### src/rtl/core/kpl_pkg.sv
// ----------------------------------------------------------------------------
// kpl_pkg: shared types and constants for the keypad code-entry lock
// Phase, command and echo codes, key characters and the stream layouts.
// ----------------------------------------------------------------------------
package kpl_pkg;

  // Entry phase, as shown on the result stream
  typedef enum logic [2:0] {
    PH_WELCOME = 3'd0,
    PH_ID      = 3'd1,
    PH_PASS    = 3'd2,
    PH_SUBMIT  = 3'd3,
    PH_LOCKED  = 3'd4
  } phase_e;

  // Request kind, carried in the input tuser
  localparam logic [1:0] CMD_KEY     = 2'd0;
  localparam logic [1:0] CMD_TIMEOUT = 2'd1;
  localparam logic [1:0] CMD_VERIFY  = 2'd2;

  // Display action, carried in the output tuser
  localparam logic [1:0] ECHO_NONE  = 2'd0;
  localparam logic [1:0] ECHO_DIGIT = 2'd1;
  localparam logic [1:0] ECHO_MASK  = 2'd2;
  localparam logic [1:0] ECHO_ERASE = 2'd3;

  // Key characters
  localparam logic [7:0] KEY_HASH  = 8'h23;
  localparam logic [7:0] KEY_CLEAR = 8'h43;
  localparam logic [7:0] KEY_ZERO  = 8'h30;
  localparam logic [7:0] KEY_NINE  = 8'h39;
  localparam logic [7:0] CHAR_MASK = 8'h2A;

  localparam logic [3:0] ATTEMPT_MAX   = 4'd15;
  localparam logic [3:0] ATTEMPT_RESET = 4'd3;

  // Stream widths
  localparam int unsigned IN_DATA_W  = 16;
  localparam int unsigned IN_USER_W  = 2;
  localparam int unsigned OUT_DATA_W = 56;
  localparam int unsigned OUT_USER_W = 2;

  // Result word, first field in the highest bits of tdata
  typedef struct packed {
    logic       locked;
    logic       granted;
    logic [3:0] wrong_count;
    logic [2:0] pass_length;
    logic [15:0] pass_digits;
    logic [2:0] id_length;
    logic [15:0] id_digits;
    logic       submit;
    logic [7:0] echo_char;
    logic [2:0] phase;
  } result_t;

endpackage

### src/rtl/core/keypad_code_entry_lock.sv
// ----------------------------------------------------------------------------
// keypad_code_entry_lock: keypad ID/password entry with attempt lockout
// Results are registered; one request per cycle while the skid slot is empty.
// A two-deep output buffer keeps input ready while one result waits.
// Reset returns to welcome, clears both codes and counts, sets limit to 3.
// ----------------------------------------------------------------------------
module keypad_code_entry_lock #(
  parameter int unsigned CODE_DIGITS = 4
) (
  input  logic                              clk_i,
  input  logic                              rst_ni,
  // configuration: max_attempts
  input  logic                              cfg_we_i,
  input  logic [3:0]                        cfg_wdata_i,
  // request stream
  input  logic                              s_axis_tvalid,
  output logic                              s_axis_tready,
  // tdata: key_code [7:0], match [8], zero fill [15:9]
  input  logic [kpl_pkg::IN_DATA_W-1:0]     s_axis_tdata,
  // tuser: cmd [1:0]
  input  logic [kpl_pkg::IN_USER_W-1:0]     s_axis_tuser,
  // result stream
  output logic                              m_axis_tvalid,
  input  logic                              m_axis_tready,
  // tdata: phase [2:0], echo_char [10:3], submit [11], id_digits [27:12],
  //        id_length [30:28], pass_digits [46:31], pass_length [49:47],
  //        wrong_count [53:50], granted [54], locked [55]
  output logic [kpl_pkg::OUT_DATA_W-1:0]    m_axis_tdata,
  // tuser: echo_kind [1:0]
  output logic [kpl_pkg::OUT_USER_W-1:0]    m_axis_tuser
);

  localparam int unsigned CNT_W = $clog2(CODE_DIGITS + 1);
  localparam int unsigned IDX_W = (CODE_DIGITS > 1) ? $clog2(CODE_DIGITS) : 1;
  localparam int unsigned PACK_W = 4 * CODE_DIGITS;

  // --------------------------------------------------------------------------
  // State
  // --------------------------------------------------------------------------
  kpl_pkg::phase_e   phase_q, phase_d;
  logic [3:0]        id_q [CODE_DIGITS];
  logic [3:0]        id_d [CODE_DIGITS];
  logic [3:0]        pass_q [CODE_DIGITS];
  logic [3:0]        pass_d [CODE_DIGITS];
  logic [CNT_W-1:0]  id_cnt_q, id_cnt_d;
  logic [CNT_W-1:0]  pass_cnt_q, pass_cnt_d;
  logic [3:0]        attempt_q, attempt_d;
  logic [3:0]        max_att_q;

  logic              push, pop;
  logic [1:0]        cmd;
  logic [7:0]        key;
  logic              match;

  // per-step echo and pulses
  logic [1:0]        echo_kind;
  logic [7:0]        echo_char;
  logic              submit, granted;

  // field editor working copies
  logic              fld_pass;
  logic [3:0]        fld_st [CODE_DIGITS];
  logic [CNT_W-1:0]  fld_cnt;
  logic [CNT_W-1:0]  fld_cnt_dec;
  logic              is_digit;

  logic [PACK_W-1:0]    id_pack, pass_pack;
  logic [PACK_W+15:0]   id_wide, pass_wide;
  kpl_pkg::result_t     res;

  assign cmd   = s_axis_tuser[1:0];
  assign key   = s_axis_tdata[7:0];
  assign match = s_axis_tdata[8];

  assign is_digit    = (key >= kpl_pkg::KEY_ZERO) && (key <= kpl_pkg::KEY_NINE);
  assign fld_pass    = (phase_q == kpl_pkg::PH_PASS);
  assign fld_cnt     = fld_pass ? pass_cnt_q : id_cnt_q;
  assign fld_cnt_dec = fld_cnt - CNT_W'(1);

  // --------------------------------------------------------------------------
  // Next state for one request
  // --------------------------------------------------------------------------
  always_comb begin
    phase_d    = phase_q;
    id_d       = id_q;
    pass_d     = pass_q;
    id_cnt_d   = id_cnt_q;
    pass_cnt_d = pass_cnt_q;
    attempt_d  = attempt_q;
    echo_kind  = kpl_pkg::ECHO_NONE;
    echo_char  = 8'd0;
    submit     = 1'b0;
    granted    = 1'b0;
    if (fld_pass) begin
      fld_st = pass_q;
    end else begin
      fld_st = id_q;
    end

    if (phase_q != kpl_pkg::PH_LOCKED) begin
      case (cmd)
        kpl_pkg::CMD_KEY: begin
          case (phase_q)
            kpl_pkg::PH_WELCOME: begin
              if (key == kpl_pkg::KEY_HASH) begin
                for (int i = 0; i < CODE_DIGITS; i++) begin
                  id_d[i]   = 4'd0;
                  pass_d[i] = 4'd0;
                end
                id_cnt_d   = '0;
                pass_cnt_d = '0;
                phase_d    = kpl_pkg::PH_ID;
              end
            end
            kpl_pkg::PH_ID, kpl_pkg::PH_PASS: begin
              if (key == kpl_pkg::KEY_HASH) begin
                if (fld_pass) begin
                  phase_d = kpl_pkg::PH_SUBMIT;
                  submit  = 1'b1;
                end else begin
                  phase_d = kpl_pkg::PH_PASS;
                end
              end else begin
                // edit the field of the current phase
                if (key == kpl_pkg::KEY_CLEAR) begin
                  if (fld_cnt != '0) begin
                    fld_st[fld_cnt_dec[IDX_W-1:0]] = 4'd0;
                    echo_kind = kpl_pkg::ECHO_ERASE;
                    if (fld_pass) begin
                      pass_d     = fld_st;
                      pass_cnt_d = fld_cnt_dec;
                    end else begin
                      id_d     = fld_st;
                      id_cnt_d = fld_cnt_dec;
                    end
                  end
                end else if (is_digit && (fld_cnt < CNT_W'(CODE_DIGITS))) begin
                  fld_st[fld_cnt[IDX_W-1:0]] = key[3:0];
                  if (fld_pass) begin
                    pass_d     = fld_st;
                    pass_cnt_d = fld_cnt + CNT_W'(1);
                    echo_kind  = kpl_pkg::ECHO_MASK;
                    echo_char  = kpl_pkg::CHAR_MASK;
                  end else begin
                    id_d      = fld_st;
                    id_cnt_d  = fld_cnt + CNT_W'(1);
                    echo_kind = kpl_pkg::ECHO_DIGIT;
                    echo_char = key;
                  end
                end
              end
            end
            default: begin
              // submitted: any key returns to welcome, codes kept
              phase_d = kpl_pkg::PH_WELCOME;
            end
          endcase
        end
        kpl_pkg::CMD_TIMEOUT: begin
          if (phase_q != kpl_pkg::PH_WELCOME) begin
            phase_d = kpl_pkg::PH_WELCOME;
            for (int i = 0; i < CODE_DIGITS; i++) begin
              id_d[i]   = 4'd0;
              pass_d[i] = 4'd0;
            end
            id_cnt_d   = '0;
            pass_cnt_d = '0;
          end
        end
        kpl_pkg::CMD_VERIFY: begin
          if (phase_q == kpl_pkg::PH_SUBMIT) begin
            if (match) begin
              attempt_d = 4'd0;
              granted   = 1'b1;
            end else begin
              if (attempt_q != kpl_pkg::ATTEMPT_MAX) begin
                attempt_d = attempt_q + 4'd1;
              end
              if (attempt_d >= max_att_q) begin
                phase_d = kpl_pkg::PH_LOCKED;
              end
            end
          end
        end
        default: begin
          // unused command: no change
        end
      endcase
    end
  end

  // --------------------------------------------------------------------------
  // Result word: first digit in the high nibble, low 16 bits shown
  // --------------------------------------------------------------------------
  always_comb begin
    for (int i = 0; i < CODE_DIGITS; i++) begin
      id_pack[4*(CODE_DIGITS-1-i) +: 4]   = id_d[i];
      pass_pack[4*(CODE_DIGITS-1-i) +: 4] = pass_d[i];
    end
  end

  assign id_wide   = {16'd0, id_pack};
  assign pass_wide = {16'd0, pass_pack};

  always_comb begin
    res.phase       = phase_d;
    res.echo_char   = echo_char;
    res.submit      = submit;
    res.id_digits   = id_wide[15:0];
    res.id_length   = 3'(id_cnt_d);
    res.pass_digits = pass_wide[15:0];
    res.pass_length = 3'(pass_cnt_d);
    res.wrong_count = attempt_d;
    res.granted     = granted;
    res.locked      = (phase_d == kpl_pkg::PH_LOCKED);
  end

  // --------------------------------------------------------------------------
  // State registers
  // --------------------------------------------------------------------------
  always_ff @(posedge clk_i or negedge rst_ni) begin
    if (!rst_ni) begin
      phase_q    <= kpl_pkg::PH_WELCOME;
      id_cnt_q   <= '0;
      pass_cnt_q <= '0;
      attempt_q  <= 4'd0;
      for (int i = 0; i < CODE_DIGITS; i++) begin
        id_q[i]   <= 4'd0;
        pass_q[i] <= 4'd0;
      end
    end else if (push) begin
      phase_q    <= phase_d;
      id_cnt_q   <= id_cnt_d;
      pass_cnt_q <= pass_cnt_d;
      attempt_q  <= attempt_d;
      id_q       <= id_d;
      pass_q     <= pass_d;
    end
  end

  always_ff @(posedge clk_i or negedge rst_ni) begin
    if (!rst_ni) begin
      max_att_q <= kpl_pkg::ATTEMPT_RESET;
    end else if (cfg_we_i) begin
      max_att_q <= cfg_wdata_i;
    end
  end

  // --------------------------------------------------------------------------
  // Output register with skid slot
  // --------------------------------------------------------------------------
  logic                              out_vld_q, skid_vld_q;
  logic [kpl_pkg::OUT_DATA_W-1:0]    out_data_q, skid_data_q;
  logic [kpl_pkg::OUT_USER_W-1:0]    out_user_q, skid_user_q;

  assign s_axis_tready = !skid_vld_q;
  assign push          = s_axis_tvalid && s_axis_tready;
  assign pop           = out_vld_q && m_axis_tready;

  always_ff @(posedge clk_i or negedge rst_ni) begin
    if (!rst_ni) begin
      out_vld_q  <= 1'b0;
      skid_vld_q <= 1'b0;
    end else begin
      if (pop) begin
        out_vld_q  <= skid_vld_q || push;
        skid_vld_q <= 1'b0;
      end else if (push) begin
        out_vld_q  <= 1'b1;
        skid_vld_q <= out_vld_q;
      end
    end
  end

  always_ff @(posedge clk_i) begin
    if (pop && skid_vld_q) begin
      // advance the held result
      out_data_q <= skid_data_q;
      out_user_q <= skid_user_q;
    end else if (push && (pop || !out_vld_q)) begin
      out_data_q <= res;
      out_user_q <= echo_kind;
    end
    if (push && out_vld_q && !pop) begin
      skid_data_q <= res;
      skid_user_q <= echo_kind;
    end
  end

  assign m_axis_tvalid = out_vld_q;
  assign m_axis_tdata  = out_data_q;
  assign m_axis_tuser  = out_user_q;

endmodule

### config.mk
export PLATFORM = sky130hd
export DESIGN_NAME = keypad_code_entry_lock
export DESIGN_NICKNAME = d
export VERILOG_FILES = /design/src/rtl/core/kpl_pkg.sv /design/src/rtl/core/keypad_code_entry_lock.sv
export SDC_FILE = /design/constraint.sdc
export NUM_CORES = 1
export LEC_CHECK = 0
export BUFFER_PORTS_ARGS = -buffer_cell sky130_fd_sc_hd__buf_2
export CORE_UTILIZATION = 35
export CTS_CLUSTER_DIAMETER = 100
export DETAILED_ROUTE_END_ITERATION = 16
export GPL_TIMING_DRIVEN = 0
export HOLD_SLACK_MARGIN = 0.15
export PLACE_DENSITY = 0.61
export SLEW_MARGIN = 20
export SYNTH_ARGS = -nofsm -noshare
export SYNTH_HDL_FRONTEND = slang
export SYNTH_SLANG_ARGS = --single-unit
export TNS_END_PERCENT = 5
### constraint.sdc
create_clock -name clk_i -period 5.5 [get_ports clk_i]
set_input_delay 1.375 -clock clk_i [delete_from_list [all_inputs] [get_ports clk_i]]
set_output_delay 1.375 -clock clk_i [all_outputs]
set_load 0.02 [all_outputs]
==> metrics.md <==
| Metric | Value |
|---|---|
| Total GRT Usage | `20.4%` |
| Placed insts | `1177` |
| Antenna-violating nets left | `0` |
| Pleak | `0.00408 uW` |
| Worst setup path endpoint | `skid_data_q[22]` |
| Ys Warns | `0` |
| MaxCap Viol Count | `0` |
| Slowest CP cell | `nor3b_1` |
| Clk pwr share | `28.3%` |
| Yosys top cell by area | `edfxtp_1` |
| Setup slack, reg-to-reg | `790 ps` |
| Sequential fraction of design power | `42.8%` |
| Clock Tree Root | `clkbuf_16` |
| Actual slew at the worst max-slew pin | `1120 ps` |
| Sequential area share after synthesis | `56.1%` |
| Sum Neg Setup Slack | `0 ps` |
| Clock transition at path regs | `70 ps` |
| Fraction of layout cells with a size suffix above 1 | `18.7%` |
| Worst slack, placed | `889 ps` |
| Yosys top cell area share | `41.0%` |
| CP max stage delay | `600 ps` |
| Asr flop ratio synth | `30.5%` |
| Peak Freq | `0.212 GHz` |
| Die area | `24900 sq um` |
| Antenna Cells | `0` |
| Final setup vio count | `0` |
| CTS tree | `done` |
| Crit-path cells | `clkbuf_1 -> nor3b_1 -> clkbuf_1 -> nand2_1 -> and2_1 -> ha_1 -> ha_1 -> inv_1 -> a31oi_1 -> nor2b_1 -> clkbuf_1 -> o31ai_2 -> nand2_1 -> a21o_1` |
| Crit path depth | `14` |
| Mean area per synthesized cell | `10.9 sq um` |
| Num CTS Buffers | `17` |
| Mapped cell area | `8490 sq um` |
| Worst Skew | `8.89 ps` |
| Final Cycle Share | `85.7%` |
| Nets | `914` |
| Number of global-route vias before repair | `6286` |
| Critical path startpoint category | `flop` |
| Number of flops mapped to enable cells by yosys | `116` |
| Main area contributors after synthesis | `edfxtp_1 (41%), dfrtp_1 (14%), mux2_2 (3.8%)` |
| Commonest cells post-synth | `edfxtp_1 (116), nand2_1 (80), nor2_1 (51), o21ai_0 (50), dfrtp_1 (49)` |
| Initial Util | `36.0%` |
| Clk_lat worst skew | `440 ps` |
| DR iter-0 viols | `534` |
| Worst hold path class | `reg -> reg` |
| Post-Syn Instances | `776` |
| Core area | `23600 sq um` |
| #FFs+latches synth | `167` |
| Crit path from | `phase_q[0]` |
| RR Endpoint | `skid_data_q[22]` |
| Drt first pass iters | `5` |
| GRT overflow | `0` |
| Area grow syn2layout | `17.0%` |
| First-pass GRT wire length | `37300 um` |
| # port buffers | `78` |
| Worst r2r src | `phase_q[0]` |
| Setup Fix Bufs, Post-CTS | `0` |
| Endpoints failing hold | `0` |
| Status | `completed` |
| Post-Layout Cell Count | `1208` |
| CP max FO | `10` |
| Initial antenna violation count | `1` |
| Slew Limit Fails | `0` |
| Post-Route WL | `24200 um` |
| Critical Path AT | `4910 ps` |
| PwrDens | `409 nW/um^2` |
| Maximum number of pins on one net before global-route repair | `52` |
| Fillers | `2314` |
| Gate power share | `28.9%` |
| Hold_buf cts | `0` |
| Setup CP Type | `reg -> reg` |
| Synth cell types | `71` |
| WL per Instance | `20.0 um` |
| DPL Wire Length | `16900 um` |
| RSZ-0062 raised after global routing | `false` |
| Cell Int Power | `2660 uW` |
| Buf/Inv on CP | `4` |
| Critical Path RT | `5700 ps` |
| Routed via count | `6646` |
| Fin crit period | `4710 ps` |
| Clk sinks | `167` |
| Vias/cell | `5.50` |
| DRC errors left | `0` |
| Sw Ratio | `34.6%` |
| Die H | `158 um` |
| VDD IR max | `199 uV` |
| Ys flop type | `edfxtp_1` |
| CTS H-tree depth | `4` |
| Most frequent cell after synthesis | `edfxtp_1` |
| Setup slack after layout | `789 ps` |
| Slew Limit Headroom | `24.4%` |
| Num rows | `56` |
| # resized after CTS | `0` |
| Worst r2r path cells | `14` |
| Util after Layout | `42.1%` |
| CP Capture Type | `flop` |
| Die X | `158 um` |
| Crit path max-delay family | `simple AND/OR/NAND/NOR gates` |
| # IOs | `87` |
| Net Switching | `1410 uW` |
| Routability congestion estimate | `0.969` |
| Cell mode on critical path | `clkbuf_1` |
| Max clock buf depth | `2` |
## registers in the layout, summed over array words and instances, names as in the netlist
register	cells
pass_cnt_q	3
skid_data_q	56
id_cnt_q	3
m_axis_tvalid	1
m_axis_tdata	56
id_q	16
skid_vld_q	1
phase_q	3
m_axis_tuser	2
attempt_q	4
max_att_q	4
skid_user_q	2
pass_q	16
## worst min-delay path, cell delays in order, from the launching register on
cell and delay, ps:
dfstp_2 360, inv_1 60, o21ai_0 80
## routing by layer
layer	track usage [%]	up-vias	wire [um]
met5	0	-	0
met4	10.3	0	879
met3	3.53	65	1490
met2	30.3	253	10600
met1	28.6	3225	11200
li1	-	3103	-
## kinds of logic (layout without fill, tap and decap cells)
| group | count (synthesis) | in the layout | synth area share, % |
|---|---|---|---|
| AOI/OAI and AO/OA | 236 | 236 | 19.5 |
| xor gates and xnor gates | 2 | 2 | 0.206 |
| adders and majority gates | 10 | 10 | 1.47 |
| buffers and inverters | 80 | 192 | 3.70 |
| DFF | 167 | 167 | 56.1 |
| muxes | 32 | 32 | 4.20 |
| other | 1 | 2 | 0.0442 |
| and+or+nand+nor | 248 | 248 | 14.8 |
## through the flow
stage	hold slack, ps	instance area (sq um)	power [uW]
floorplan	476	8490	2500
detailed placement	504	9380	2950
global placement	499	9280	2900
global route	543	9930	4250
CTS	517	9930	4100
finish	511	9930	4060
## cell usage in the layout, fill, tap and decap left out, drive strengths merged, types with 10 or more instances in the layout
cell,count
edfxtp,116
buf,90
nand2,80
o21ai,54
nor2,53
clkbuf,52
dfrtp,49
inv,41
a21oi,40
a22o,36
mux2,29
nor3,27
a21o,21
nor2b,19
and2,16
a22oi,16
a211oi,13
o22a,12
o31ai,11
nand3,10
ha,10
## final cells by class
class / count / area, sq um / share of cell area, %
clock inverters: 13 / 124 / 1.25
inverters: 37 / 139 / 1.40
clock buffers: 18 / 429 / 4.32
plain buffers: 43 / 175 / 1.76
well taps: 319 / 399 / 4.02
flip-flops and latches: 167 / 4760 / 48.0
multi-input cells: 530 / 3430 / 34.6
repair buffers: 81 / 468 / 4.71
## power by group through the flow
stage	clock network, uW	logic (uW)	registers (uW)
after floorplan	0	475	2020
after global placement	0	1100	1800
after detailed placement	0	1180	1770
after CTS	1170	1180	1750
after global routing	1220	1270	1770
final	1150	1170	1740
## worst min-delay path by stage
| stage | cells after the start | slack [ps] | from | end |
|---|---|---|---|---|
| finish | 2 | 510 | max_att_q[1] | max_att_q[1] |
| detailed placement | 2 | 500 | max_att_q[1] | max_att_q[1] |
| global route | 1 | 540 | skid_data_q[9] | m_axis_tdata[9] |
| CTS | 2 | 520 | max_att_q[1] | max_att_q[1] |
| floorplan | 2 | 480 | max_att_q[1] | max_att_q[1] |
| global placement | 1 | 500 | skid_data_q[10] | m_axis_tdata[10] |
No activity file was read; power rests on OpenSTA's default activity.
